<file path="src/rmq_pkg.sv">
package rmq_pkg;

  localparam int unsigned FRAC_BITS_DEF  = 14;
  localparam int unsigned ELEM_WIDTH_DEF = 16;

  // component that takes the root term
  typedef enum logic [1:0] {
    DOM_W = 2'd0,
    DOM_X = 2'd1,
    DOM_Y = 2'd2,
    DOM_Z = 2'd3
  } dom_e;

  typedef struct packed {
    logic       valid;
    logic       bad;
    dom_e       dom;
    logic [2:0] neg;
  } ctl_t;

endpackage

</file>
<file path="src/rmq_div_stage.sv">
module rmq_div_stage #(
  parameter int unsigned ELEM_WIDTH = rmq_pkg::ELEM_WIDTH_DEF,
  parameter int unsigned FRAC_BITS  = rmq_pkg::FRAC_BITS_DEF,
  localparam int unsigned E   = ELEM_WIDTH,
  localparam int unsigned F   = FRAC_BITS,
  localparam int unsigned RW  = ((E > F + 1) ? E : F + 1) + 3,
  localparam int unsigned NW0 = RW - 1 + F,
  localparam int unsigned NW  = NW0 + (NW0 % 2),
  localparam int unsigned QW  = NW / 2,
  localparam int unsigned SW  = QW + 1,
  localparam int unsigned DW  = E + 1 + F
) (
  input  logic            clk_i,
  input  logic            rst_ni,
  input  logic            en_i,
  input  rmq_pkg::ctl_t   ctl_i,
  input  logic [SW-1:0]   s_i,
  input  logic [QW-2:0]   half_i,
  input  logic [3*SW-1:0] rem_i,
  input  logic [3*DW-1:0] dq_i,
  output rmq_pkg::ctl_t   ctl_q,
  output logic [SW-1:0]   s_q,
  output logic [QW-2:0]   half_q,
  output logic [3*SW-1:0] rem_q,
  output logic [3*DW-1:0] dq_q
);
  import rmq_pkg::*;

  logic [SW:0]     t, df;
  logic [DW-1:0]   dq;
  logic [3*SW-1:0] rem_d;
  logic [3*DW-1:0] dq_d;

  // one quotient bit per stage on each of the three lanes
  always_comb begin
    t  = '0;
    df = '0;
    dq = '0;
    for (int l = 0; l < 3; l++) begin
      dq = dq_i[l*DW +: DW];
      t  = {rem_i[l*SW +: SW], dq[DW-1]};
      df = t - {1'b0, s_i};
      if (t >= {1'b0, s_i}) begin
        rem_d[l*SW +: SW] = df[SW-1:0];
        dq_d[l*DW +: DW]  = {dq[DW-2:0], 1'b1};
      end else begin
        rem_d[l*SW +: SW] = t[SW-1:0];
        dq_d[l*DW +: DW]  = {dq[DW-2:0], 1'b0};
      end
    end
  end

  always_ff @(posedge clk_i or negedge rst_ni) begin
    if (!rst_ni) begin
      ctl_q <= '0;
    end else if (en_i) begin
      ctl_q <= ctl_i;
    end
  end

  always_ff @(posedge clk_i) begin
    if (en_i) begin
      s_q    <= s_i;
      half_q <= half_i;
      rem_q  <= rem_d;
      dq_q   <= dq_d;
    end
  end

endmodule

</file>
<file path="config.mk">
export PLATFORM = sky130hd
export DESIGN_NAME = rmq_div_stage
export DESIGN_NICKNAME = d
export VERILOG_FILES = /design/src/rmq_pkg.sv /design/src/rmq_div_stage.sv
export SDC_FILE = /design/constraint.sdc
export NUM_CORES = 1
export LEC_CHECK = 0
export BUFFER_PORTS_ARGS = -buffer_cell sky130_fd_sc_hd__buf_2
export CORE_UTILIZATION = 44
export DETAILED_ROUTE_END_ITERATION = 10
export PLACE_DENSITY = 0.83
export SLEW_MARGIN = 10
export SYNTH_ARGS = -nofsm -noshare
export SYNTH_HDL_FRONTEND = slang
export SYNTH_SLANG_ARGS = --single-unit
export TNS_END_PERCENT = 1
</file>
<file path="constraint.sdc">
create_clock -name clk_i -period 0.8 [get_ports clk_i]
set_clock_uncertainty 0.05 [all_clocks]
set_input_delay 0.04 -clock clk_i [delete_from_list [all_inputs] [get_ports clk_i]]
set_output_delay 0.04 -clock clk_i [all_outputs]
set_load 0.02 [all_outputs]
</file>
==> qor.txt, run 1 <==
placed cell count = 1408
DRC Markers = 0
ratio of cells with drive above 1 in the final layout = 50.3%
hold crit path type = in2reg
root buf cell = clkbuf_16
largest net degree at the start of global routing = 24
Sum Neg Setup Slack = -124.02 ns
sequential fraction of design power = 41.5%
leakage power = 6.74 nW
Synth warnings = 0
I/O Pins = 369
Core Region = 0.0190 sq mm
crit path from = dq_i[61]
initial antenna violation count = 8
CP required = 0.93 ns
final number of hold-violating endpoints = 31
Seq/Total Area, Yosys = 63.1%
maximum clock path buffer count = 2
clk_lat worst skew = 0.43 ns
vias per cell = 5.23
post-synth cell types = 60
FMAX = 418 MHz
final setup vio count = 244
Seq cells post-synth = 183
CP startpoint kind = input port
Switching Power = 8.84 mW
cell area after synthesis = 0.00866 sq mm
cell-internal power = 20.2 mW
DRT Pass-1 Iters = 5
CTS Buf Count = 17
top-area cell type share of the netlist area = 61.0%
placement-stage cell area = 0.0123 sq mm
Die Area = 0.0202 sq mm
Area contributors post-synth = edfxtp_1, ha_1, mux2_2
DR iter-0 viols = 483
Slew HR = 76.1%
Net Sw Frac = 30.4%
fin. max-slew vios = 0
Antenna Nets Post-Route = 0
Primary FF master, synth = edfxtp_1
failing checks = negative hold slack, negative setup slack
worst-case hold path end point = rem_q[44]
Tightest Pin Transition = 0.350 ns
first-pass GRT wire length = 49300 microns
worst reg2reg path depth = 1
WL/cell = 21.2 microns
Synth area leader = edfxtp_1
CTS tree = done
gr ovfl total = 0
fin crit share = 299%
Post-synth EDFFs = 176
Cell Pwr Density = 1950 mW/mm^2
Synth Net Count = 850
cts hold-fix bufs = 148
Total Wirelength = 34200 microns
clock power share = 29.7%
H-Tree Depth = 4
worst hold slack = -0.112 ns
Core Rows = 50
syn_area_per_cell = 14.2 sq um
Final #Nets = 1573
Arrival @ worst endpoint = 2.52 ns
r2r setup slk = -0.04 ns
non-filler cells, final = 1612
GRT Resource Usage Total = 33.2%
most common cell after layout, fill and taps aside = buf_2
number of port buffers = 368
min Tclk post-route = 2.39 ns
Util after Layout = 78.2%
vias = 8423
Logic pwr share = 28.8%
Min-Delay Path Depth = 2
Die Ht = 142 microns
PnR worst setup slack = -1.59 ns
kind of end point of the critical path = flip-flop
final instance area = 0.0149 sq mm
critical path type = in2reg
most frequent cells in the layout = buf_2, buf_4, edfxtp_1, dlygate4sd3_1, ha_1
asr flop ratio synth = 3.83%
Clock transition at path regs = 0.07 ns
Worst Hold Launch = rem_i[43]
Post-Synthesis Cells = 610
worst vdd ir = 0.00140 V
vias in the first global route = 8794
Starting Density = 45.5%
die extent in x = 142 microns
worst r2r src = ctl_q[0]
Worst Path Max Fanout = 8
outcome = complete, but fails checks
Sink Count = 183
Final GP Congestion = 0.908
Reg2Reg Capture Point = ctl_q[0]
Max-Cap Viols = 0
area delta synth->final = 71.8%
Detailed Place HPWL = 22200 microns
RSZ-0062 raised after global routing = true
## cells in the mapped netlist (3+ instances only)
cell type	instances
a21o_1	17
a311oi_1	3
fa_1	3
o211ai_1	4
a31oi_1	3
clkbuf_1	10
ha_1	51
xnor2_1	22
o21a_1	6
o21bai_1	9
nand2_1	38
and2_1	3
xor2_1	19
nand4_1	11
mux2_2	33
a21oi_1	38
nor2b_1	6
edfxtp_1	176
dfrtp_1	7
mux2_4	8
and4_1	3
nand3_1	7
inv_1	37
nor2_1	20
o21ai_0	34
## worst max-delay path by stage
stage	end	slack, ns	cells past startpoint
4_1_cts	rem_q[27]	-1.48	13
3_5_place_dp	rem_q[35]	-2.15	11
2_1_floorplan	rem_q[25]	-1.89	12
3_3_place_gp	rem_q[46]	-2.06	11
6_report	rem_q[29]	-1.59	13
5_1_grt	rem_q[29]	-1.64	13
## power groups by stage
stage	Sequential (mW)	Clock, mW	Combinational (mW)
global route	12.1	8.99	8.82
finish	12.1	8.62	8.37
global placement	12.1	0	6.89
floorplan	13.5	0	2.34
CTS	12.0	8.63	8.04
detailed placement	12.2	0	7.04
## registers in the layout, indices dropped and copies added, names as in the netlist
signal / count
dq_q: 93
s_q: 17
rem_q: 51
ctl_q: 7
half_q: 15
## per-layer routing
metal / GRT usage (%) / share of wire [%]
met5: 0 / 0.073
met4: 20.2 / 5.7
met3: 8.78 / 7.7
met2: 59.3 / 51
met1: 35.0 / 36
## area by class of cell
cell class | count | area (sq um)
diodes | 6 | 15.0
clock buffers | 18 | 429
clock inverters | 14 | 176
fillers | 1108 | 4150
inverters | 37 | 155
multi-input cells | 377 | 3140
flip-flops and latches | 183 | 5460
well taps | 260 | 325
repair buffers | 717 | 5170
## cell families (layout without fill, tap and decap cells)
logic type	count (synthesis)	count (layout)	share of synthesized area [%]
mux	43	43	5.91
xor+xnor	41	41	4.15
buf+inv	50	786	2.36
compound gates	141	141	11.0
fa+ha+maj	54	54	8.06
flops	183	183	63.1
simple gates	98	98	5.52
other cells	0	6	0
## what timing repair did
action,CTS,global route
pin swaps,13,8
endpoints found under the hold margin,191,35
endpoints found under the setup margin,243,251
buffers inserted,13,4
resized for setup,89,16
gates cloned,2,0
## worst max-delay path, cell delays in order
cell      delay [ns]
buf_8           0.11
inv_12          0.04
ha_4            0.12
inv_2           0.04
fa_2            0.41
a21oi_4         0.19
nor2b_4         0.06
o21ai_2         0.13
nand4_1         0.09
a221o_1         0.38
a211oi_4        0.36
buf_6           0.22
mux2_4          0.32
## per-stage QoR
step / power (mW) / worst slack (ns)
after CTS: 28.7 / -1.48
after floorplan: 15.8 / -1.89
final: 29.1 / -1.59
after global placement: 19.0 / -2.06
after global routing: 29.9 / -1.64
after detailed placement: 19.2 / -2.15
No activity file was read; power rests on OpenSTA's default activity.
==> inputs of run 2 (changes only) <==
GPL_TIMING_DRIVEN = 0   (was default)
==> qor.txt, run 2 (synthesized netlist as in run 1, its figures left out) <==
area of the multi-input gates = 0.00317 sq mm (+0.96%)
worst vdd ir = 0.00132 V (-5.6%)
Cell Pwr Density = 2040 mW/mm^2 (+4.7%)
hold crit path type = in2reg
placed cell count = 1239 (-12%)
Crit-path slowest cell = a221o_1
outcome = complete, but fails checks
root buf cell = clkbuf_16
CP required = 0.93 ns (about the same)
number of port buffers = 368 (unchanged)
Final #Nets = 1404 (-11%)
failing checks = negative hold slack, negative setup slack
vias per cell = 5.25 (+0.41%)
die extent in x = 142 microns (unchanged)
min Tclk post-route = 2.40 ns (+0.00449 ns)
Die Ht = 142 microns (unchanged)
WL/cell = 21.4 microns (+0.90%)
Tot Pwr = 27.7 mW (-4.7%)
Tightest Pin Transition = 0.519 ns (+0.169 ns)
Filler cells = 1298 (+17%)
Top reg by flops = dq_q
Sink Count = 183 (unchanged)
Starting Density = 45.5% (unchanged)
Max-Cap Viols = 0 (unchanged)
worst hold slack = -0.120 ns (-0.00787 ns)
ratio of cells with drive above 1 in the final layout = 43.2% (-7.1 points)
FMAX = 417 MHz (-0.19%)
PnR worst setup slack = -1.60 ns (-0.00449 ns)
leakage power = 5.85 nW (-13%)
non-filler cells, final = 1441 (-11%)
cells along the critical path = buf_2 > inv_1 > ha_2 > a21oi_4 > nor2b_4 > o21ai_2 > nand4_1 > a221o_1 > a211oi_4 > buf_6 > mux2_4
most common cell after layout, fill and taps aside = buf_2
Detailed Place HPWL = 19900 microns (-10%)
clk_lat worst skew = 0.43 ns (about the same)
RSZ-0062 raised after global routing = true
area delta synth->final = 56.4%
CTS Buf Count = 17 (unchanged)
fin crit share = 300% (+0.56 points)
largest net degree at the start of global routing = 96 (+300%)
CTS tree = done
Core Region = 0.0190 sq mm (unchanged)
most frequent cells in the layout = buf_2, edfxtp_1, dlygate4sd3_1, ha_1, nand2_1
Final GP Congestion = 0.896 (-1.3%)
CP startpoint kind = input port
DRT Pass-1 Iters = 6 (+1)
Clock transition at path regs = 0.07 ns (about the same)
first-pass GRT wire length = 44200 microns (-10%)
maximum clock path buffer count = 2 (unchanged)
Die Area = 0.0202 sq mm (unchanged)
Largest register FFs = 93 (unchanged)
Arrival @ worst endpoint = 2.53 ns (about the same)
final number of hold-violating endpoints = 38 (+23%)
DRC Markers = 0 (unchanged)
Total Wirelength = 30800 microns (-9.8%)
Antenna Nets Post-Route = 0 (unchanged)
vias = 7560 (-10%)
DR iter-0 viols = 532 (+10%)
gr ovfl total = 0 (unchanged)
Worst Path Max Fanout = 8 (unchanged)
cts hold-fix bufs = 151 (+2.0%)
GRT Resource Usage Total = 30.0% (-3.3 points)
H-Tree Depth = 4 (unchanged)
register area = 0.00546 sq mm (unchanged)
final setup vio count = 297 (+22%)
I/O Pins = 369 (unchanged)
initial antenna violation count = 4 (-4)
delay of the slowest critical-path stage = 0.40 ns (about the same)
kind of end point of the critical path = flip-flop
fin. max-slew vios = 0 (unchanged)
critical path type = in2reg
Slew HR = 65.4% (-11 points)
vias in the first global route = 7655 (-13%)
Core Rows = 50 (unchanged)
leading registers by flop count = dq_q: 93 flops, rem_q: 51 flops, s_q: 17 flops
run 2: through the flow:
step / setup TNS, ns / setup slack, ns / utilization [%] / instance area [sq um]
4_1_cts: -124.07 / -1.49 / 70.5 / 13400
5_1_grt: -137.10 / -1.66 / 71.2 / 13500
2_1_floorplan: -91.47 / -1.89 / - / 8690
3_3_place_gp: -601.91 / -3.06 / 57.1 / 10900
6_report: -122.68 / -1.60 / 71.2 / 13500
3_5_place_dp: -210.67 / -2.84 / 57.3 / 10900
run 2: what timing repair did:
| item | CTS | global route |
|---|---|---|
| endpoints found under the hold margin | 187 | 31 |
| setup endpoints to repair | 339 | 338 |
| resized for setup | 87 | 45 |
| buffers inserted | 14 | 1 |
| pin swaps | 12 | 16 |
run 2: layout make-up:
class | count | share of cell area, %
Sequential cell | 183 | 40.3
Tap cell | 260 | 2.40
Inverter | 37 | 1.15
Clock buffer | 18 | 3.17
Buffer | 13 | 0.850
Timing Repair Buffer | 535 | 27.5
Multi-Input combinational cell | 377 | 23.4
Antenna cell | 4 | 0.0739
Clock inverter | 14 | 1.17
run 2: path summary, 6_finish.rpt:
kind | slack (ns) | cells after the start | from | endpoint
max | -1.60 | 11 | s_i[2] | rem_q[22]
min | -0.12 | 2 | rem_i[32] | rem_q[33]
max reg2reg | -0.09 | 1 | ctl_q[0] | ctl_q[0]
min reg2reg | 0.49 | 1 | ctl_q[6] | ctl_q[6]
max in group asynchronous | 0.04 | 3 | rst_ni | ctl_q[0]
min in group asynchronous | 0.48 | 3 | rst_ni | ctl_q[6]
run 2: report_power, final:
group	total (mW)	internal [mW]	switching, mW
clock	8.36	4.20	4.15
combinational	7.30	3.22	4.08
sequential	12.0	11.7	0.335
run 2: routing by layer:
metal  up-vias  share of wire (%)  GRT usage (%)  routed length, microns
li1       3434                  -              -                       -
met1      3607                 36           32.9                   11200
met2       422                 50           52.2                   15500
met3        97                9.0           9.83                    2780
met4         0                4.3           14.3                    1330
met5         -                  0              0                       0
run 2: critical path: cells and delay by family:
kind / cells / cell delay [ns]
fa+ha+maj: 1 / 0.38
mux: 1 / 0.32
compound gates: 4 / 1.10
buf+inv: 3 / 0.52
simple gates: 2 / 0.16
