File: src/rmq_pkg.sv
package rmq_pkg;

  localparam int unsigned FRAC_BITS_DEF  = 14;
  localparam int unsigned ELEM_WIDTH_DEF = 16;

  // component that takes the root term
  typedef enum logic [1:0] {
    DOM_W = 2'd0,
    DOM_X = 2'd1,
    DOM_Y = 2'd2,
    DOM_Z = 2'd3
  } dom_e;

  typedef struct packed {
    logic       valid;
    logic       bad;
    dom_e       dom;
    logic [2:0] neg;
  } ctl_t;

endpackage

File: src/rmq_sqrt_stage.sv
module rmq_sqrt_stage #(
  parameter int unsigned ELEM_WIDTH = rmq_pkg::ELEM_WIDTH_DEF,
  parameter int unsigned FRAC_BITS  = rmq_pkg::FRAC_BITS_DEF,
  localparam int unsigned E   = ELEM_WIDTH,
  localparam int unsigned F   = FRAC_BITS,
  localparam int unsigned RW  = ((E > F + 1) ? E : F + 1) + 3,
  localparam int unsigned NW0 = RW - 1 + F,
  localparam int unsigned NW  = NW0 + (NW0 % 2),
  localparam int unsigned QW  = NW / 2,
  localparam int unsigned PW  = 3 * (E + 1)
) (
  input  logic           clk_i,
  input  logic           rst_ni,
  input  logic           en_i,
  input  rmq_pkg::ctl_t  ctl_i,
  input  logic [QW+1:0]  rem_i,
  input  logic [QW-1:0]  root_i,
  input  logic [NW-1:0]  n_i,
  input  logic [PW-1:0]  pass_i,
  output rmq_pkg::ctl_t  ctl_q,
  output logic [QW+1:0]  rem_q,
  output logic [QW-1:0]  root_q,
  output logic [NW-1:0]  n_q,
  output logic [PW-1:0]  pass_q
);
  import rmq_pkg::*;

  logic [QW+3:0] trial, test, diff;
  logic [QW+1:0] rem_d;
  logic [QW-1:0] root_d;

  // one root bit per stage
  always_comb begin
    trial = {rem_i, n_i[NW-1 -: 2]};
    test  = {2'b00, root_i, 2'b01};
    diff  = trial - test;
    if (trial >= test) begin
      rem_d  = diff[QW+1:0];
      root_d = {root_i[QW-2:0], 1'b1};
    end else begin
      rem_d  = trial[QW+1:0];
      root_d = {root_i[QW-2:0], 1'b0};
    end
  end

  always_ff @(posedge clk_i or negedge rst_ni) begin
    if (!rst_ni) begin
      ctl_q <= '0;
    end else if (en_i) begin
      ctl_q <= ctl_i;
    end
  end

  always_ff @(posedge clk_i) begin
    if (en_i) begin
      rem_q  <= rem_d;
      root_q <= root_d;
      n_q    <= {n_i[NW-3:0], 2'b00};
      pass_q <= pass_i;
    end
  end

endmodule

File: config.mk
export PLATFORM = sky130hd
export DESIGN_NAME = rmq_sqrt_stage
export DESIGN_NICKNAME = d
export VERILOG_FILES = /design/src/rmq_pkg.sv /design/src/rmq_sqrt_stage.sv
export SDC_FILE = /design/constraint.sdc
export NUM_CORES = 1
export LEC_CHECK = 0
export BUFFER_PORTS_ARGS = -buffer_cell sky130_fd_sc_hd__buf_4
export CAP_MARGIN = 20
export CORE_ASPECT_RATIO = 1.1
export CORE_UTILIZATION = 30
export DETAILED_ROUTE_END_ITERATION = 8
export HOLD_SLACK_MARGIN = 0.03
export SYNTH_ARGS = -nofsm -noshare
export SYNTH_HDL_FRONTEND = slang
export SYNTH_SLANG_ARGS = --single-unit
export TNS_END_PERCENT = 100
File: constraint.sdc
create_clock -name clk_i -period 0.8 [get_ports clk_i]
set_input_delay 0.12 -clock clk_i [delete_from_list [all_inputs] [get_ports clk_i]]
set_output_delay 0.12 -clock clk_i [all_outputs]
set_load 0.005 [all_outputs]
==> results.sh, run 1 <==
export IMPL_layout_commonest_cell="buf_4"
export IMPL_grt_pass1_vias=4252
export IMPL_die_area_um2=16900
export IMPL_required_ns=0.95
export IMPL_syn_area_um2=4910
export IMPL_total_power_mw=19.0
export IMPL_finalCriticalPeriod_ns=1.74
export IMPL_overflow=0
export IMPL_yosys_area_share_adder_pct=4.59
export IMPL_cap_violations=0
export IMPL_dp_cells=782
export IMPL_rsz0062_at_grt="true"
export IMPL_coreArea_um2=15900
export IMPL_antenna_left=0
export IMPL_power_frac_comb_pct=21.3
export IMPL_cp_common_cell="buf_8"
export IMPL_start_util_pct=31.0
export IMPL_max_vdd_ir_drop_uv=1090
export IMPL_hold_buffers=104
export IMPL_synthXorXnorAreaFrac_pct=3.03
export IMPL_gp_congestion=0.757
export IMPL_io_buffers=248
export IMPL_cp_start_kind="input port"
export IMPL_yosysUniqueCellTypes=46
export IMPL_internal_power_mw=14.6
export IMPL_status="finished, violations left"
export IMPL_hold_ws_ns=0.0200
export IMPL_crit_path_end_kind="flip-flop"
export IMPL_vias=4045
export IMPL_slowest_delay_ns=0.31
export IMPL_grt_max_degree=57
export IMPL_synth_top_family_by_area="compound AO/OA/AOI/OAI gates"
export IMPL_p_sw_mw=4.43
export IMPL_synth_edf_count=115
export IMPL_final_nets=867
export IMPL_routedWlPerCell_um=15.6
export IMPL_drc=0
export IMPL_crit_chain="buf_8 -> inv_4 -> ha_4 -> buf_6 -> nor2_4 -> a211oi_4 -> a31oi_2 -> a21oi_2 -> nor2b_4 -> o21ai_4 -> buf_8 -> mux2_4"
export IMPL_htree_levels=4
export IMPL_synth_top_flop_cell="edfxtp_1"
export IMPL_grt_use_total_pct=17.0
export IMPL_p_leak_nw=4.19
export IMPL_cts_tree="done"
export IMPL_violations="negative setup slack"
export IMPL_clockBufferDepth=2
export IMPL_crit_arrival_ns=1.90
export IMPL_yosys_warnings=0
export IMPL_instances_no_fill=935
export IMPL_pin_count=251
export IMPL_skew_ns=0
export IMPL_maxSlewViolCount=0
export IMPL_ys_seq_area_share_pct=73.9
export IMPL_synth_seq_cells=122
export IMPL_finalWorstSetupSlack_ns=-0.945
export IMPL_synth_mux_area_share_pct=6.02
export IMPL_min_period_over_period_pct=218
export IMPL_power_density_nw_per_um2=1950
export IMPL_fillers=1198
export IMPL_cts_buffers=17
export IMPL_r2r_setup_slack_ns=-0.10
export IMPL_die_x_um=124
export IMPL_netSwitchingFraction_pct=23.3
export IMPL_rows=48
export IMPL_syn_to_final_growth_pct=99.0
export IMPL_fin_area_um2=9760
export IMPL_dr_pass1_iters=4
export IMPL_setup_violations=145
export IMPL_clock_latency_ns=0.40
export IMPL_drt_iter0_drc=156
export IMPL_vias_per_cell=4.33
export IMPL_dp_hpwl_um=10000
export IMPL_die_h_um=136
export IMPL_cp_top_family="compound AO/OA/AOI/OAI gates"
export IMPL_dp_slack_ns=-1.78
export IMPL_regArea_um2=3630
export IMPL_synthSimpleGateAreaFrac_pct=3.39
export IMPL_clock_power_share_pct=37.0
export IMPL_finalHoldViolCount=0
export IMPL_clk_pin_slew_ns=0.05
export IMPL_path_buf_inv=4
export IMPL_worstPathMaxFanout=8
export IMPL_fmaxAchievable_mhz=573
export IMPL_critical_path_class="in2reg"
export IMPL_synthArstFlopShare_pct=5.74
export IMPL_setup_tns_ns=-46.80
export IMPL_antennaDiodeCount=0
export IMPL_dpl_instance_area_um2=7500
export IMPL_syn_area_per_cell_um2=17.5
export IMPL_antenna_found_initial=0
export IMPL_cts_sinks=122
export IMPL_pwr_share_seq_pct=41.7
export IMPL_drt_total_wl_um=14600
export IMPL_layout_drive_gt1_share_pct=58.1
export IMPL_synth_compound_area_share_pct=6.50
export IMPL_netlist_instances=281
export IMPL_critPathSlowestCell="mux2_4"
export IMPL_grt_pass1_wl_um=21100
export IMPL_layout_common_cells="buf_4 (258), edfxtp_1 (115), dlygate4sd3_1 (104), buf_6 (54), clkbuf_16 (18)"
export IMPL_finish_utilization_pct=61.6
export IMPL_min_path_type="in2reg"
export IMPL_ctsRootBufferMaster="clkbuf_16"
export IMPL_multi_input_area_um2=1470
## flip-flops by register name, summed over array words and instances (netlist names)
name and count:
root_q 16, ctl_q 7, pass_q 51, n_q 30
rem_q 18
## power by group through the flow
stage          Clock, mW  Sequential [mW]  Combinational (mW)
6_report            7.04             7.92                4.06
5_1_grt             7.49             7.97                4.37
3_5_place_dp           0             8.00                3.10
4_1_cts             7.24             7.90                3.90
3_3_place_gp           0             7.99                3.06
2_1_floorplan          0             8.05               0.999
## timing repair
item / in CTS / in global routing
pin swaps: 17 / 13
cloned: 0 / 1
gates resized for setup: 85 / 38
buffers inserted: 11 / 5
endpoints found under the setup margin: 141 / 144
endpoints found under the hold margin: 122 / 8
## per-layer routing
metal,global-route usage (%),share of wire [%]
met1,17.8,37
met2,31.1,54
met3,5.41,7.4
met4,6.35,1.2
met5,0,0
## layout make-up
type | count | area share [%]
Timing Repair Buffer | 427 | 38.7
Sequential cell | 122 | 37.2
Multi-Input combinational cell | 135 | 15.0
Clock buffer | 17 | 4.36
Tap cell | 200 | 2.56
Clock inverter | 15 | 1.32
Inverter | 19 | 0.859
## cells by family (layout without fill, tap and decap cells)
logic type | count (synthesis) | in the layout
DFF | 122 | 122
adders and majority gates | 18 | 18
xor gates and xnor gates | 17 | 17
buffers and inverters | 25 | 478
AOI/OAI and AO/OA | 40 | 40
muxes | 24 | 24
and+or+nand+nor | 34 | 34
other | 1 | 2
## Yosys cell counts, types with 2 or more instances
cell      count  share of area, %
edfxtp_1    115                70
inv_1        19               1.5
ha_1         18               4.6
mux2_2       16               3.7
xnor2_1      13               2.3
a21oi_1      10               1.0
nand2_1      10              0.76
nor2_1       10              0.76
dfrtp_1       7               3.6
mux2_4        7               2.1
xor2_1        4              0.71
o21a_1        3              0.46
o21ai_0       3              0.31
o21ai_1       3              0.31
a211oi_2      2              0.51
a21oi_2       2              0.36
a31oi_1       2              0.25
and3_1        2              0.25
buf_2         2              0.20
buf_4         2              0.31
nand2b_1      2              0.25
nand3_1       2              0.20
nand4_1       2              0.25
nor3_1        2              0.20
o21bai_1      2              0.31
## path summary, 6_finish.rpt
check | start | to | cells past startpoint
max | root_i[1] | rem_q[13]$_DFFE_PP_ | 12
min | rem_i[7] | rem_q[9]$_DFFE_PP_ | 2
max reg2reg | ctl_q[6]$_DFFE_PN0P_ | ctl_q[6]$_DFFE_PN0P_ | 2
min reg2reg | ctl_q[3]$_DFFE_PN0P_ | ctl_q[3]$_DFFE_PN0P_ | 1
max in group asynchronous | rst_ni | ctl_q[4]$_DFFE_PN0P_ | 2
min in group asynchronous | rst_ni | ctl_q[5]$_DFFE_PN0P_ | 2
(Power assumes the default switching activity.)
==> run 2: changes to the inputs <==
--- a/config.mk
+++ b/config.mk
@@ -5,11 +5,12 @@
 export SDC_FILE = /design/constraint.sdc
 export NUM_CORES = 1
 export LEC_CHECK = 0
-export BUFFER_PORTS_ARGS = -buffer_cell sky130_fd_sc_hd__buf_4
 export CAP_MARGIN = 20
 export CORE_ASPECT_RATIO = 1.1
-export CORE_UTILIZATION = 30
+export CORE_UTILIZATION = 35
+export CTS_BUF_LIST = sky130_fd_sc_hd__clkbuf_8
 export DETAILED_ROUTE_END_ITERATION = 8
+export DONT_BUFFER_PORTS = 1
 export HOLD_SLACK_MARGIN = 0.03
 export SYNTH_ARGS = -nofsm -noshare
 export SYNTH_HDL_FRONTEND = slang
==> results.sh, run 2 <==
export IMPL_status="did not finish"
export IMPL_stop_stage="4_1_cts"
export IMPL_error_line="[ERROR RSZ-0060] Max buffer count reached."
export IMPL_rows=45
export IMPL_hold_buffers=110
export IMPL_synth_top_area_share_pct=70.4
export IMPL_dp_slack_ns=-1.64
export IMPL_postCtsSetupBuffers=7
export IMPL_synth_compound_area_share_pct=6.50
export IMPL_yosys_area_top_type="edfxtp_1"
export IMPL_die_x_um=115
export IMPL_gp_congestion=0.779
export IMPL_synth_top_family_by_area="compound AO/OA/AOI/OAI gates"
export IMPL_ys_seq_area_share_pct=73.9
export IMPL_dp_hpwl_um=7820
export IMPL_synth_top_flop_cell="edfxtp_1"
export IMPL_cts_resized=53
export IMPL_cts_buffers=17
export IMPL_yosysUniqueCellTypes=46
export IMPL_synth_most_common_cell="edfxtp_1"
export IMPL_htree_levels=4
export IMPL_start_util_pct=35.7
export IMPL_synth_seq_cells=122
export IMPL_synth_edf_count=115
export IMPL_netlist_instances=281
export IMPL_die_h_um=126
export IMPL_yosys_area_share_adder_pct=4.59
export IMPL_io_buffers=0
export IMPL_pin_count=251
export IMPL_ctsRootBufferMaster="clkbuf_8"
export IMPL_syn_area_per_cell_um2=17.5
export IMPL_cts_sinks=122
export IMPL_syn_area_um2=4910
export IMPL_synthSimpleGateAreaFrac_pct=3.39
export IMPL_synthTopCellsByCount="edfxtp_1 (115), inv_1 (19), ha_1 (18)"
export IMPL_yosys_warnings=0
export IMPL_synthXorXnorAreaFrac_pct=3.03
export IMPL_synthArstFlopShare_pct=5.74
export IMPL_synthTopCellsByArea="edfxtp_1 (70%), ha_1 (4.6%), mux2_2 (3.7%)"
export IMPL_synth_mux_area_share_pct=6.02
export IMPL_clockBufferDepth=2
run 2: cell counts after synthesis:
No cell type changed its count.
run 2: cells by family after synthesis:
| group | count (synthesis) |
|---|---|
| flops | 122 |
| simple gates | 34 |
| mux | 24 |
| compound gates | 40 |
| buf+inv | 25 |
| fa+ha+maj | 18 |
| xor+xnor | 17 |
| other cells | 1 |
run 2: per-stage QoR:
stage          cells  utilization (%)  instance area, um2
2_1_floorplan    282                -                4970
3_3_place_gp     508             39.9                5480
3_5_place_dp     508             39.9                5480
==> run 3: changes to the inputs <==
--- a/config.mk
+++ b/config.mk
@@ -6,12 +6,10 @@
 export NUM_CORES = 1
 export LEC_CHECK = 0
 export CAP_MARGIN = 20
-export CORE_ASPECT_RATIO = 1.1
-export CORE_UTILIZATION = 35
-export CTS_BUF_LIST = sky130_fd_sc_hd__clkbuf_8
+export CORE_UTILIZATION = 20
 export DETAILED_ROUTE_END_ITERATION = 8
 export DONT_BUFFER_PORTS = 1
-export HOLD_SLACK_MARGIN = 0.03
+export PLACE_DENSITY_LB_ADDON = 0.15
 export SYNTH_ARGS = -nofsm -noshare
 export SYNTH_HDL_FRONTEND = slang
 export SYNTH_SLANG_ARGS = --single-unit
==> results.sh, run 3 (synthesis gave the netlist of run 1 again) <==
export IMPL_min_period_over_period_pct=199
export IMPL_critPathSlowestCell="a311oi_1"
export IMPL_antenna_found_initial=0
export IMPL_clk_pin_slew_ns=0.06
export IMPL_fillers=2313
export IMPL_cts_buffers=17
export IMPL_vias=3116
export IMPL_ctsRootBufferMaster="clkbuf_16"
export IMPL_vias_per_cell=3.85
export IMPL_htree_levels=4
export IMPL_start_util_pct=20.7
export IMPL_finalHoldViolCount=122
export IMPL_routedWlPerCell_um=16.5
export IMPL_rows=56
export IMPL_die_h_um=159
export IMPL_crit_chain="inv_8 -> ha_4 -> buf_4 -> o21a_1 -> o211ai_1 -> a21oi_4 -> a311oi_1 -> xnor2_1 -> mux2_4"
export IMPL_clockBufferDepth=2
export IMPL_layout_common_cells="dlygate4sd3_1 (120), edfxtp_1 (115), buf_4 (50), clkbuf_16 (17), mux2_4 (16)"
export IMPL_regArea_um2=3630
export IMPL_critical_path_class="in2reg"
export IMPL_drc=0
export IMPL_dpl_instance_area_um2=5750
export IMPL_grt_pass1_wl_um=18700
export IMPL_largest_reg_flops=51
export IMPL_grt_util_met1_pct=10.7
export IMPL_cp_start_kind="input port"
export IMPL_layout_drive_gt1_share_pct=33.9
export IMPL_die_area_um2=25200
export IMPL_power_density_nw_per_um2=2270
export IMPL_skew_ns=0
export IMPL_use_met2_pct=18.2
export IMPL_min_path_type="in2reg"
export IMPL_syn_to_final_growth_pct=61.2
export IMPL_setup_violations=142
export IMPL_finish_utilization_pct=33.3
export IMPL_top_regs="pass_q (51), n_q (30), rem_q (18)"
export IMPL_hold_buffers=120
export IMPL_setup_tns_ns=-30.41
export IMPL_grt_use_total_pct=10.2
export IMPL_grt_pass1_vias=3365
export IMPL_drt_total_wl_um=13400
export IMPL_required_ns=0.97
export IMPL_status="finished, violations left"
export IMPL_multi_input_area_um2=1490
export IMPL_rsz0062_at_grt="true"
export IMPL_final_nets=623
export IMPL_layout_commonest_cell="dlygate4sd3_1"
export IMPL_fin_area_um2=7910
export IMPL_antenna_left=0
export IMPL_gp_congestion=0.717
export IMPL_finalCriticalPeriod_ns=1.59
export IMPL_dp_hpwl_um=8920
export IMPL_maxSlewViolCount=0
export IMPL_cts_sinks=122
export IMPL_fmaxAchievable_mhz=630
export IMPL_total_power_mw=17.9
export IMPL_coreArea_um2=23800
export IMPL_gr_usage_met3_pct=4.11
export IMPL_hold_ws_ns=-0.189
export IMPL_pin_count=251
export IMPL_antennaDiodeCount=0
export IMPL_die_x_um=159
export IMPL_worstPathMaxFanout=4
export IMPL_crit_arrival_ns=1.76
export IMPL_grt_busiest_layer="met2"
export IMPL_io_buffers=0
export IMPL_p_leak_nw=2.96
export IMPL_slowest_delay_ns=0.38
export IMPL_crit_path_end_kind="flip-flop"
export IMPL_cts_tree="done"
export IMPL_dp_slack_ns=-1.45
export IMPL_regMostFlops="pass_q"
export IMPL_cap_violations=0
export IMPL_violations="negative hold slack, negative setup slack"
export IMPL_grt_max_degree=123
export IMPL_drt_iter0_drc=153
export IMPL_dr_pass1_iters=4
export IMPL_clock_latency_ns=0.41
export IMPL_finalWorstSetupSlack_ns=-0.788
export IMPL_max_vdd_ir_drop_uv=866
export IMPL_overflow=0
[run 3: final cells by class]
cell class	instances	share of cell area, %
Clock inverter	14	1.88
Inverter	19	1.22
Clock buffer	17	5.38
Multi-Input combinational cell	135	18.8
Sequential cell	122	45.9
Tap cell	319	5.05
Timing Repair Buffer	183	21.8
[run 3: worst max-delay path: cells and delay by family]
| family | cells | cell delay, ns |
|---|---|---|
| XOR/XNOR | 1 | 0.11 |
| AO/OA/AOI/OAI | 4 | 0.87 |
| buffers and inverters | 2 | 0.16 |
| multiplexers | 1 | 0.26 |
| adder cells (fa/ha/maj) | 1 | 0.23 |
[run 3: path summary, 6_finish.rpt]
kind / slack [ns] / endpoint / cells after the start / from
min in group asynchronous: 0.04 / ctl_q[3]$_DFFE_PN0P_ / 1 / rst_ni
max in group asynchronous: 0.52 / ctl_q[0]$_DFFE_PN0P_ / 1 / rst_ni
setup / recovery: -0.79 / rem_q[11]$_DFFE_PP_ / 9 / root_i[3]
setup reg to reg: -0.09 / ctl_q[0]$_DFFE_PN0P_ / 2 / ctl_q[0]$_DFFE_PN0P_
hold / removal: -0.19 / rem_q[8]$_DFFE_PP_ / 0 / en_i
hold reg to reg: 0.53 / ctl_q[4]$_DFFE_PN0P_ / 1 / ctl_q[4]$_DFFE_PN0P_
[run 3: routing by layer]
| metal | up-vias | share of wire, % |
|---|---|---|
| li1 | 1453 | - |
| met4 | 0 | 1.1 |
| met3 | 11 | 8.5 |
| met1 | 1472 | 40 |
| met2 | 180 | 51 |
| met5 | - | 0 |
[run 3: power by group]
group	total [mW]	internal [mW]	leakage (nW)	switching [mW]
clock network	7.52	4.58	0.283	2.94
registers	8.07	7.71	1.21	0.363
logic	2.35	1.50	1.47	0.845
total	17.9	13.8	2.96	4.15
[run 3: repair_timing]
action | in CTS | in global routing
buffers inserted | 7 | 2
cloned | 1 | 0
pin swaps | 11 | 14
endpoints found under the hold margin | 241 | 122
gates resized for setup | 50 | 30
endpoints found under the setup margin | 141 | 142
[run 3: metrics by stage]
| stage | cells | hold slack (ns) |
|---|---|---|
| final | 809 | -0.189 |
| after global routing | 809 | -0.212 |
| after CTS | 810 | -0.199 |
| after detailed placement | 651 | -0.175 |
| after global placement | 651 | -0.175 |
| after floorplan | 282 | -0.176 |
