==> config.mk <==
export PLATFORM = sky130hd
export DESIGN_NAME = rmq_post
export DESIGN_NICKNAME = d
export VERILOG_FILES = /design/src/rmq_pkg.sv /design/src/rmq_post.sv
export SDC_FILE = /design/constraint.sdc
export NUM_CORES = 1
export LEC_CHECK = 0
export BUFFER_PORTS_ARGS = -buffer_cell sky130_fd_sc_hd__buf_2
export CAP_MARGIN = 20
export CORE_MARGIN = 5
export CORE_UTILIZATION = 30
export CTS_CLUSTER_DIAMETER = 60
export DETAILED_ROUTE_END_ITERATION = 8
export GPL_TIMING_DRIVEN = 0
export SYNTH_ARGS = -nofsm -noshare
export SYNTH_HDL_FRONTEND = slang
export SYNTH_SLANG_ARGS = --single-unit
==> constraint.sdc <==
create_clock -name clk_i -period 1.3 [get_ports clk_i]
set_clock_uncertainty 0.15 [all_clocks]
set_input_delay 0.26 -clock clk_i [delete_from_list [all_inputs] [get_ports clk_i]]
set_output_delay 0.26 -clock clk_i [all_outputs]
set_load 0.03 [all_outputs]
==> src/rmq_pkg.sv <==
package rmq_pkg;

  localparam int unsigned FRAC_BITS_DEF  = 14;
  localparam int unsigned ELEM_WIDTH_DEF = 16;

  // component that takes the root term
  typedef enum logic [1:0] {
    DOM_W = 2'd0,
    DOM_X = 2'd1,
    DOM_Y = 2'd2,
    DOM_Z = 2'd3
  } dom_e;

  typedef struct packed {
    logic       valid;
    logic       bad;
    dom_e       dom;
    logic [2:0] neg;
  } ctl_t;

endpackage

==> src/rmq_post.sv <==
module rmq_post #(
  parameter int unsigned ELEM_WIDTH = rmq_pkg::ELEM_WIDTH_DEF,
  parameter int unsigned FRAC_BITS  = rmq_pkg::FRAC_BITS_DEF,
  localparam int unsigned E   = ELEM_WIDTH,
  localparam int unsigned F   = FRAC_BITS,
  localparam int unsigned RW  = ((E > F + 1) ? E : F + 1) + 3,
  localparam int unsigned NW0 = RW - 1 + F,
  localparam int unsigned NW  = NW0 + (NW0 % 2),
  localparam int unsigned QW  = NW / 2,
  localparam int unsigned DW  = E + 1 + F,
  localparam int unsigned CW  = DW + QW
) (
  input  logic            clk_i,
  input  logic            rst_ni,
  input  logic            en_i,
  input  rmq_pkg::ctl_t   ctl_i,
  input  logic [QW-2:0]   half_i,
  input  logic [3*DW-1:0] quo_i,
  output logic            valid_q,
  output logic            bad_q,
  output logic [4*E-1:0]  quat_q
);
  import rmq_pkg::*;

  localparam logic [CW-1:0] LIM_P = (CW'(1) << (E - 1)) - CW'(1);
  localparam logic [CW-1:0] LIM_N = CW'(1) << (E - 1);
  localparam logic [E-1:0]  MAX_V = LIM_P[E-1:0];
  localparam logic [E-1:0]  MIN_V = LIM_N[E-1:0];

  logic [CW-1:0]  mag;
  logic [E-1:0]   p [3];
  logic [E-1:0]   hv;
  logic [4*E-1:0] quat_d;

  always_comb begin
    mag = '0;
    for (int l = 0; l < 3; l++) begin
      mag = CW'(quo_i[l*DW +: DW]);
      if (!ctl_i.neg[l]) begin
        p[l] = (mag > LIM_P) ? MAX_V : mag[E-1:0];
      end else begin
        p[l] = (mag > LIM_N) ? MIN_V : (E'(0) - mag[E-1:0]);
      end
    end
    hv = (CW'(half_i) > LIM_P) ? MAX_V : E'(half_i);
    // word order w, x, y, z from the low end
    case (ctl_i.dom)
      DOM_W:   quat_d = {p[2], p[1], p[0], hv};
      DOM_X:   quat_d = {p[2], p[1], hv, p[0]};
      DOM_Y:   quat_d = {p[1], hv, p[2], p[0]};
      default: quat_d = {hv, p[1], p[0], p[0]};
    endcase
    if (ctl_i.dom == DOM_Z) begin
      quat_d = {hv, p[2], p[1], p[0]};
    end
    if (ctl_i.bad) begin
      quat_d = '0;
    end
  end

  always_ff @(posedge clk_i or negedge rst_ni) begin
    if (!rst_ni) begin
      valid_q <= 1'b0;
    end else if (en_i) begin
      valid_q <= ctl_i.valid;
    end
  end

  always_ff @(posedge clk_i) begin
    if (en_i) begin
      bad_q  <= ctl_i.bad;
      quat_q <= quat_d;
    end
  end

endmodule

==> metrics.md, run 1 <==
| Metric | Value |
|---|---|
| Hold_ws | `11.53 ps` |
| Gr usage total | `22.34%` |
| PwrDens | `851.7 nW/um^2` |
| Post-synthesis net count | `730` |
| Reg-to-reg slack, setup | `390 ps` |
| Total die area | `20310 um^2` |
| Post-Syn Area | `5269 um^2` |
| TritonCTS Buffers | `9` |
| Reg2reg start | `valid_q` |
| Clock root buffer | `clkbuf_16` |
| Die Ht | `142.5 um` |
| DRC viols | `0` |
| Critical Path End Type | `register` |
| Total Wirelength | `24720 um` |
| Port buffer count | `178` |
| Hold path depth | `2` |
| Pre-CTS WS | `-2029 ps` |
| First-pass GRT wire length | `35390 um` |
| Max Buffers Root-to-Sink | `2` |
| Initial antenna violation count | `1` |
| Share of layout cells above drive strength 1 | `52.68%` |
| Worst reg2reg path endpoint | `valid_q` |
| Final nets | `996` |
| Combinational Power Share | `33.2%` |
| Post-layout min period | `2675 ps` |
| Yosys warnings | `0` |
| EDFF count, synth | `65` |
| Final number of hold-violating endpoints | `0` |
| Worst hold path type | `input port to register` |
| Final cell count without fillers | `1102` |
| Reg power frac | `34.3%` |
| WP data required | `1210 ps` |
| H-tree levels | `3` |
| Initial DRT Pass Iterations | `5` |
| Hpwl dp | `16880 um` |
| Wire length per cell | `22.43 um` |
| Leakage | `3.552 nW` |
| Iter 0 DRT Violations | `551` |
| Post-synthesis register bit count | `66` |
| Peak Freq | `373.8 MHz` |
| Vias/cell | `6.084` |
| Final Instance Area | `9261 um^2` |
| Area grow syn2layout | `75.78%` |
| Sequential cell area | `1977 um^2` |
| Max_slew headroom | `36.75%` |
| Failing checks | `negative setup slack` |
| GPL Wtd Cong | `0.9486` |
| Final setup viols | `98` |
| Global route overflow | `0` |
| Vias in the first global route | `6253` |
| Post-synthesis cell type count | `73` |
| Crit-path max FO | `7` |
| Critical path origin | `quo_i[50]` |
| Overall Power | `7.888 mW` |
| Status | `complete, but fails checks` |
| Cell Int Power | `5.299 mW` |
| Largest net degree at the start of global routing | `42` |
| CTS tree | `built` |
| CTS sink count | `66` |
| Unrepaired setup endpoints after global routing | `true` |
| Maxcap violations | `0` |
| Area of the multi-input gates | `4290 um^2` |
| Hold Path End | `valid_q` |
| Total number of vias | `6705` |
| Die width | `142.5 um` |
| Cell depth of the worst flop-to-flop path | `1` |
| Clk_lat worst skew | `330 ps` |
| Final Max Tran Viols | `0` |
| Final ANT Viol Nets | `0` |
| Core ar. | `17240 um^2` |
| Switching power | `2.589 mW` |
| CP Class | `input port to register` |
| Fin crit share | `205.8%` |
| Commonest non-fill, non-tap cell in the layout | `buf_2` |
| Diode count | `0` |
| Post-Place Cells | `1010` |
| Post-synthesis sequential area ratio | `37.52%` |
| Switching share of power | `32.82%` |
| Setup WS post-layout | `-1375 ps` |
| CP arrival | `2590 ps` |
| Area after DPL | `6788 um^2` |
| Syn Inst Count | `606` |
| Most used DFF post-synth | `edfxtp_1` |
| Most frequent cells in the layout | `buf_2, buf_6, buf_4` |
| Worst Tran Pin Value | `948.7 ps` |
| Total negative setup slack | `-70180 ps` |
| Post-layout util | `53.73%` |
| Clock transition at path regs | `50 ps` |
| Clock power share | `32.5%` |
| Synth Area per Inst | `8.694 um^2` |
| Crit path launch type | `input port` |
| Ys async rst share | `1.515%` |
| Hold_sp | `ctl_i[6]` |
| Peak VDD IR | `0.5578 mV` |
| Rows | `48` |
| Initial core utilization | `30.57%` |
| Fillers | `1493` |
| Ports | `184` |
==> area by class of cell <==
| type | instances | area share, % |
|---|---|---|
| Tap cell | 225 | 3.040 |
| Clock buffer | 9 | 2.432 |
| Sequential cell | 66 | 21.35 |
| Inverter | 21 | 1.189 |
| Buffer | 34 | 1.945 |
| Multi-Input combinational cell | 483 | 46.33 |
| Clock inverter | 7 | 0.9052 |
| Timing Repair Buffer | 257 | 22.82 |
==> synth_stat cells, drive strengths merged, types with 3 or more instances <==
master	instances	share of area (%)
a211o	4	0.66
a211oi	17	2.6
a21o	18	2.6
a21oi	47	4.5
a221oi	20	3.4
a22oi	3	0.43
a311oi	7	1.2
a31oi	5	0.59
a41oi	3	0.50
and2	4	0.47
and3	4	0.47
buf	5	0.81
clkbuf	31	2.2
edfxtp	65	37
ha	6	1.4
inv	19	1.4
mux2i	7	1.3
nand2	41	2.9
nand2b	5	0.59
nand3	16	1.5
nand4	15	1.8
nand4b	4	0.66
nor2	64	4.6
nor2b	7	0.83
nor3	29	3.0
nor3b	5	0.71
nor4	28	3.7
nor4b	3	0.74
o211ai	5	0.71
o21ai	49	4.7
o21bai	5	0.71
o22ai	5	0.59
o32a	4	0.76
o32ai	5	0.83
o41ai	5	1.3
or3	8	1.0
or4	5	0.71
xnor2	3	0.50
==> how the worst max path moves through the flow <==
stage | end
floorplan | quat_q[22]
global placement | quat_q[56]
detailed placement | quat_q[26]
CTS | quat_q[22]
global route | quat_q[23]
finish | quat_q[22]
==> repair_timing <==
action / CTS / global route
gates resized for setup: 235 / 159
endpoints found under the hold margin: 1 / 0
pin swaps: 63 / 47
hold buffers: 1 / 0
cloned: 2 / 0
buffers inserted: 55 / 21
setup endpoints to repair: 113 / 128
==> power by group through the flow <==
stage	sequential, mW	clock (mW)	combinational (mW)
3_5_place_dp	2.69	0	1.91
2_1_floorplan	3.09	0	0.690
3_3_place_gp	2.70	0	1.91
6_report	2.71	2.56	2.62
5_1_grt	2.73	2.68	2.75
4_1_cts	2.69	2.57	2.33
==> critical path: stages <==
cell      delay [ps]
buf_6             90
or4_4            530
or4_4            520
o41a_4           540
a221oi_4         260
nor2_1            80
a31oi_1          160
o211ai_1         140
==> cells by family (layout without fill, tap and decap cells) <==
kind of cell	count (synthesis)	after routing	synth area share (%)
XOR/XNOR	3	3	0.4988
multiplexers	8	8	1.544
buffers and inverters	57	328	4.512
flip-flops	66	66	37.52
AO/OA/AOI/OAI	224	224	30.18
AND/OR/NAND/NOR	242	242	24.32
adder cells (fa/ha/maj)	6	6	1.425
==> flip-flops by register name (all words and copies together), names as in the netlist <==
| signal | cells |
|---|---|
| valid_q | 1 |
| quat_q | 64 |
| bad_q | 1 |
==> metal layers <==
layer / part of all wire (%) / vias up / wire [um] / global-route usage, %
met3: 8.9 / 82 / 2199 / 3.696
met1: 41 / 3259 / 10020 / 31.01
met5: 0.053 / - / 13 / 0
met2: 46 / 401 / 11440 / 34.69
met4: 4.2 / 2 / 1049 / 8.904
li1: - / 2961 / - / -
(Power assumes the default switching activity.)
==> inputs of run 2 (changes only) <==
--- a/config.mk
+++ b/config.mk
@@ -5,6 +5,7 @@
 export SDC_FILE = /design/constraint.sdc
 export NUM_CORES = 1
 export LEC_CHECK = 0
+export ABC_AREA = 1
 export BUFFER_PORTS_ARGS = -buffer_cell sky130_fd_sc_hd__buf_2
 export CAP_MARGIN = 20
 export CORE_MARGIN = 5
@@ -12,6 +13,7 @@
 export CTS_CLUSTER_DIAMETER = 60
 export DETAILED_ROUTE_END_ITERATION = 8
 export GPL_TIMING_DRIVEN = 0
+export PLACE_DENSITY_LB_ADDON = 0.12
 export SYNTH_ARGS = -nofsm -noshare
 export SYNTH_HDL_FRONTEND = slang
 export SYNTH_SLANG_ARGS = --single-unit
==> metrics.md, run 2 <==
| Metric | Value |
|---|---|
| Maxcap violations | `0 (unchanged)` |
| Core ar. | `21090 um^2 (+22%)` |
| Die width | `156.4 um (+9.7%)` |
| Most used DFF post-synth | `edfxtp_1` |
| Regs by FF count | `quat_q: 64 flops, bad_q: 1 flops, valid_q: 1 flops` |
| Area of the multi-input gates | `5406 um^2 (+26%)` |
| Total die area | `24460 um^2 (+20%)` |
| Most frequent cells in the layout | `nand2_1, inv_1, buf_6` |
| PwrDens | `709.5 nW/um^2 (-17%)` |
| Global route overflow | `0 (unchanged)` |
| Final setup viols | `82 (-16%)` |
| Final nets | `1425 (+43%)` |
| Initial core utilization | `30.49% (-0.082 points)` |
| Initial DRT Pass Iterations | `5 (unchanged)` |
| Gr usage total | `20.86% (-1.5 points)` |
| H-tree levels | `3 (unchanged)` |
| Worst path slowest cell | `a21oi_4` |
| Reg power frac | `33.8% (-0.5 points)` |
| Peak Freq | `587.1 MHz (+57%)` |
| Combinational Power Share | `35.1% (+1.9 points)` |
| Area contributors post-synth | `edfxtp_1, nand2_1, nand3_1` |
| Overall Power | `7.838 mW (-0.63%)` |
| Ys async rst share | `1.515% (unchanged)` |
| Hold_ws | `14.42 ps (+2.888 ps)` |
| Hold path depth | `1 (-1)` |
| Clk_lat worst skew | `340 ps (about the same)` |
| M2 GR Usage | `34.63% (-0.065 points)` |
| Syn Inst Count | `1050 (+73%)` |
| Iter 0 DRT Violations | `447 (-19%)` |
| Share of layout cells above drive strength 1 | `49.92% (-2.8 points)` |
| Leakage | `5.018 nW (+41%)` |
| Commonest non-fill, non-tap cell in the layout | `nand2_1` |
| CTS tree | `built` |
| Switching power | `2.873 mW (+11%)` |
| Rows | `53 (+10%)` |
| Total Wirelength | `26890 um (+8.8%)` |
| Cell depth of the worst flop-to-flop path | `1 (unchanged)` |
| CP max stage delay | `220 ps (-320 ps)` |
| Vias/cell | `4.997 (-18%)` |
| Unrepaired setup endpoints after global routing | `true` |
| Share of the synthesized area in the top cell type | `30.36% (-6.7 points)` |
| Critical Path End Type | `register` |
| Met1 usage | `28.33% (-2.7 points)` |
| Max Buffers Root-to-Sink | `2 (unchanged)` |
| Post-synthesis register bit count | `66 (unchanged)` |
| GRT Max-Usage Layer | `met2` |
| Initial antenna violation count | `0 (-1)` |
| CP arrival | `1660 ps (-930 ps)` |
| Hpwl dp | `20170 um (+19%)` |
| Post-Syn Area | `6429 um^2 (+22%)` |
| Post-layout min period | `1703 ps (-971.9 ps)` |
| M3 GR Usage | `2.489% (-1.2 points)` |
| Clock root buffer | `clkbuf_16` |
| EDFF count, synth | `65 (unchanged)` |
| CTS sink count | `66 (unchanged)` |
| Synth Area per Inst | `6.123 um^2 (-30%)` |
| Count leader, synth | `nand2_1` |
| Largest reg by FF count | `quat_q` |
| Synth area leader | `edfxtp_1` |
| Cell Int Power | `4.965 mW (-6.3%)` |
| Worst hold path type | `input port to register` |
| Die Ht | `156.4 um (+9.7%)` |
| Status | `complete, but fails checks` |
| Pre-CTS WS | `-1049 ps (+979.2 ps)` |
| Top cells by count, synth | `nand2_1, nand3_1, nor2_1` |
| Clock power share | `31.0% (-1.5 points)` |
| Crit path launch type | `input port` |
| GPL Wtd Cong | `0.9092 (-4.2%)` |
| Post-synthesis cell type count | `33 (-55%)` |
| Final Max Tran Viols | `0 (unchanged)` |
| WP data required | `1250 ps (+40 ps)` |
| Port buffer count | `182 (+2.2%)` |
| Clock transition at path regs | `60 ps (about the same)` |
| Area grow syn2layout | `71.84%` |
| Peak VDD IR | `0.5701 mV (+2.2%)` |
| Final number of hold-violating endpoints | `0 (unchanged)` |
| Max reg flops | `64 (unchanged)` |
| TritonCTS Buffers | `9 (unchanged)` |
| Worst Tran Pin Value | `807.1 ps (-141.6 ps)` |
| Largest net degree at the start of global routing | `67 (+60%)` |
| Fillers | `2074 (+39%)` |
| Critical Path Most Common Cell | `nand3_4` |
| Wire length per cell | `17.01 um (-24%)` |
| Total number of vias | `7900 (+18%)` |
| Vias in the first global route | `7522 (+20%)` |
| Setup WS post-layout | `-403.4 ps (+971.9 ps)` |
| Failing checks | `negative setup slack` |
| CP Class | `input port to register` |
| Switching share of power | `36.66% (+3.8 points)` |
| Ports | `184 (unchanged)` |
| DRC viols | `0 (unchanged)` |
| Max_slew headroom | `46.19% (+9.4 points)` |
| Yosys warnings | `0 (unchanged)` |
| Fin crit share | `131.0% (-75 points)` |
| Final ANT Viol Nets | `0 (unchanged)` |
| Cells along the critical path | `buf_12, inv_16, ha_4, nand3_4, nor2_4, nand2_2, a21oi_4, buf_6, nand3_4, nand3_2, nand3_4, nand2_2, inv_2` |
| Diode count | `0 (unchanged)` |
| Post-synthesis net count | `1174 (+61%)` |
| First-pass GRT wire length | `40190 um (+14%)` |
| Crit-path max FO | `5 (-2)` |
| Sequential cell area | `1977 um^2 (unchanged)` |
| Post-synthesis sequential area ratio | `30.75% (-6.8 points)` |
## run 2: logic make-up (layout without fill, tap and decap cells)
family / after synthesis / after routing / synth area share (%)
XOR/XNOR: 16 / 16 / 2.180
AND/OR/NAND/NOR: 690 / 691 / 45.02
multiplexers: 1 / 1 / 0.1752
adder cells (fa/ha/maj): 6 / 6 / 1.168
AO/OA/AOI/OAI: 93 / 93 / 8.739
flip-flops: 66 / 66 / 30.75
buffers and inverters: 178 / 433 / 11.97
## run 2: worst max-delay path, delay by kind of cell
family | cells | cell delay (ps)
AO/OA/AOI/OAI | 1 | 220
adder cells (fa/ha/maj) | 1 | 140
buffers and inverters | 4 | 390
AND/OR/NAND/NOR | 7 | 650
## run 2: metal layers
metal / vias up / part of all wire, %
met3: 34 / 5.5
met2: 276 / 49
met5: - / 0
met4: 0 / 2.2
met1: 3700 / 44
li1: 3890 / -
## run 2: repair_timing
action / 4_1_cts / 5_1_grt
setup endpoints to repair: 108 / 131
cloned: 7 / 0
hold buffers: 2 / 0
pin swaps: 100 / 105
buffers inserted: 36 / 13
resized for setup: 409 / 241
endpoints found under the hold margin: 2 / 0
## run 2: worst paths after layout
check / start / endpoint / slack [ps]
worst max-delay path: quo_i[63] / quat_q[31] / -400
worst min register to register: valid_q / valid_q / 380
worst max register to register: valid_q / valid_q / 400
worst min-delay path: ctl_i[5] / bad_q / 10
min in group asynchronous: rst_ni / valid_q / 60
max in group asynchronous: rst_ni / valid_q / 860
## run 2: final cells by class
class | instances | share of cell area [%]
Sequential cell | 66 | 17.90
Clock buffer | 9 | 2.039
Buffer | 40 | 2.843
Timing Repair Buffer | 239 | 19.16
Tap cell | 275 | 3.115
Multi-Input combinational cell | 807 | 48.94
Inverter | 138 | 5.459
Clock inverter | 7 | 0.5437
## run 2: stage by stage
stage	util, %	std cells	cell area, um^2	TNS (ps)
2_1_floorplan	-	1050	6820	-21230
3_3_place_gp	38.29	1507	8075	-100370
3_5_place_dp	38.31	1507	8078	-67910
4_1_cts	48.08	1568	10140	-19400
5_1_grt	52.39	1581	11050	-27240
6_report	52.39	1581	11050	-21890
## run 2: power groups by stage
stage	Sequential (mW)	Clock [mW]	Combinational [mW]
6_report	2.65	2.43	2.75
5_1_grt	2.67	2.56	2.93
4_1_cts	2.64	2.47	2.47
3_5_place_dp	2.65	0	2.02
3_3_place_gp	2.66	0	2.02
2_1_floorplan	3.03	0	0.826
==> inputs of run 3 (changes only) <==
--- a/config.mk
+++ b/config.mk
@@ -9,7 +9,7 @@
 export BUFFER_PORTS_ARGS = -buffer_cell sky130_fd_sc_hd__buf_2
 export CAP_MARGIN = 20
 export CORE_MARGIN = 5
-export CORE_UTILIZATION = 30
+export CORE_UTILIZATION = 54
 export CTS_CLUSTER_DIAMETER = 60
 export DETAILED_ROUTE_END_ITERATION = 8
 export GPL_TIMING_DRIVEN = 0
==> constraint.sdc (replaced) <==
create_clock -name clk_i -period 1.7 [get_ports clk_i]
set_clock_uncertainty 0.15 [all_clocks]
set_input_delay 0.34 -clock clk_i [delete_from_list [all_inputs] [get_ports clk_i]]
set_output_delay 0.34 -clock clk_i [all_outputs]
set_load 0.03 [all_outputs]
==> metrics.md, run 3 (synthesis gave the netlist of run 2 again) <==
| Metric | Value |
|---|---|
| Die width | `119.1 um (-24%)` |
| Final setup viols | `53 (-35%)` |
| Crit-path max FO | `5 (unchanged)` |
| Ports | `184 (unchanged)` |
| Reg-to-reg slack, setup | `800 ps (+400 ps)` |
| Area after DPL | `7894 um^2 (-2.3%)` |
| Pre-CTS WS | `-630.2 ps (+419.3 ps)` |
| Vias/cell | `6.013 (+20%)` |
| Hold_ws | `71.80 ps (+57.38 ps)` |
| CP Class | `input port to register` |
| PwrDens | `601.8 nW/um^2 (-15%)` |
| Core ar. | `11560 um^2 (-45%)` |
| Max reg flops | `64 (unchanged)` |
| Status | `complete, but fails checks` |
| Met1 usage | `41.07% (+13 points)` |
| Global route overflow | `0 (unchanged)` |
| Final Instance Area | `9839 um^2 (-11%)` |
| Wire length per cell | `18.55 um (+9.0%)` |
| Crit path launch type | `input port` |
| Peak VDD IR | `0.5150 mV (-9.7%)` |
| Fin crit share | `108.4%` |
| CTS tree | `built` |
| GRT Max-Usage Layer | `met2` |
| Hold_sp | `ctl_i[5]` |
| Final Max Tran Viols | `0 (unchanged)` |
| Cell depth of the worst flop-to-flop path | `1 (unchanged)` |
| DRC viols | `0 (unchanged)` |
| Max_slew headroom | `50.42% (+4.2 points)` |
| Reg2reg start | `valid_q` |
| Failing checks | `negative setup slack` |
| CTS sink count | `66 (unchanged)` |
| Setup WS post-layout | `-142.9 ps (+260.5 ps)` |
| Most frequent cells in the layout | `nand2_1, buf_2, inv_1` |
| Worst hold path type | `input port to register` |
| H-tree levels | `3 (unchanged)` |
| Final ANT Viol Nets | `0 (unchanged)` |
| TritonCTS Buffers | `9 (unchanged)` |
| Overall Power | `5.921 mW (-24%)` |
| Total die area | `14190 um^2 (-42%)` |
| Diode count | `0 (unchanged)` |
| Port buffer count | `182 (unchanged)` |
| Maxcap violations | `0 (unchanged)` |
| Clock root buffer | `clkbuf_16` |
| Total number of vias | `8634 (+9.3%)` |
| Hold Path End | `bad_q` |
| Largest net degree at the start of global routing | `40 (-40%)` |
| Iter 0 DRT Violations | `1101 (+150%)` |
| Commonest non-fill, non-tap cell in the layout | `nand2_1` |
| Largest reg by FF count | `quat_q` |
| Vias in the first global route | `7653 (+1.7%)` |
| First-pass GRT wire length | `36930 um (-8.1%)` |
| Area grow syn2layout | `53.06%` |
| Hold path depth | `1 (unchanged)` |
| GPL Wtd Cong | `1.024 (+13%)` |
| CP arrival | `1790 ps (+130 ps)` |
| Hpwl dp | `17650 um (-12%)` |
| Max Buffers Root-to-Sink | `2 (unchanged)` |
| Final number of hold-violating endpoints | `0 (unchanged)` |
| Post-layout min period | `1843 ps` |
| Die Ht | `119.1 um (-24%)` |
| Worst Tran Pin Value | `743.7 ps (-63.35 ps)` |
| Critical Path End Type | `register` |
| Initial antenna violation count | `1 (+1)` |
| Clk_lat worst skew | `340 ps (about the same)` |
| M3 GR Usage | `5.308% (+2.8 points)` |
| Initial DRT Pass Iterations | `9 (+4)` |
| Clock transition at path regs | `60 ps (about the same)` |
| Worst reg2reg path endpoint | `valid_q` |
| Share of layout cells above drive strength 1 | `45.24% (-4.7 points)` |
| Unrepaired setup endpoints after global routing | `true` |
| Final nets | `1412 (-0.91%)` |
| Gr usage total | `32.09% (+11 points)` |
| WP data required | `1650 ps (+400 ps)` |
| Initial core utilization | `55.59% (+25 points)` |
| M2 GR Usage | `53.27% (+19 points)` |
| Total Wirelength | `26630 um (-0.96%)` |
| Rows | `39 (-26%)` |
| Regs by FF count | `quat_q: 64 flops, bad_q: 1 flops, valid_q: 1 flops` |
| Leakage | `4.648 nW (-7.4%)` |
| Peak Freq | `542.6 MHz` |
## run 3: cell type report
type	count	area, um^2
clock inverter	7	102.6
clock buffer	9	225.2
inverter	138	589.3
multi-input combinational	807	5010
tap	143	178.9
fill	709	1725
timing repair buffer	226	1461
sequential	66	1977
buffer	40	295.3
## run 3: stage by stage
| stage | setup TNS (ps) | instances | utilization (%) |
|---|---|---|---|
| after floorplan | -1433 | 1050 | - |
| after global routing | -8056 | 1436 | 85.08 |
| after global placement | -51370 | 1375 | 68.08 |
| after detailed placement | -32750 | 1376 | 68.26 |
| final | -3426 | 1436 | 85.08 |
| after CTS | -255.4 | 1422 | 76.72 |
## run 3: power by group
part | total [mW] | switching, mW | leakage (nW) | internal [mW]
logic | 1.87 | 1.27 | 3.85 | 0.605
registers | 1.99 | 0.0382 | 0.637 | 1.95
clock network | 2.05 | 0.756 | 0.161 | 1.30
## run 3: worst max path at each step
| stage | slack (ps) | start | to | cells past startpoint |
|---|---|---|---|---|
| after floorplan | -90 | quo_i[32] | quat_q[31] | 12 |
| after global placement | -620 | quo_i[1] | quat_q[31] | 13 |
| after detailed placement | -630 | quo_i[63] | quat_q[24] | 14 |
| after CTS | -50 | quo_i[62] | quat_q[24] | 14 |
| after global routing | -200 | quo_i[34] | quat_q[25] | 11 |
| final | -140 | quo_i[13] | quat_q[31] | 12 |
## run 3: what timing repair did
| action | CTS | global route |
|---|---|---|
| endpoints found under the setup margin | 62 | 64 |
| hold endpoints to repair | 1 | 0 |
| setup buffers | 24 | 11 |
| pin swaps | 55 | 84 |
| resized for setup | 129 | 265 |
| hold buffers | 1 | 0 |
| cloned | 5 | 3 |
## run 3: layer usage
metal,wire [um],share of wire (%)
met1,9232,35
met4,1650,6.2
met3,3104,12
met5,10,0.038
met2,12640,47
## run 3: worst max-delay path: stages
cell and delay (ps):
buf_2 130, nor2_2 150, nand2_1 80, nor2_2 140
nand2_2 100, a21oi_4 230, buf_6 190, nand3_4 90
nand3_2 90, nand3_2 130, nand2_2 80, inv_2 30
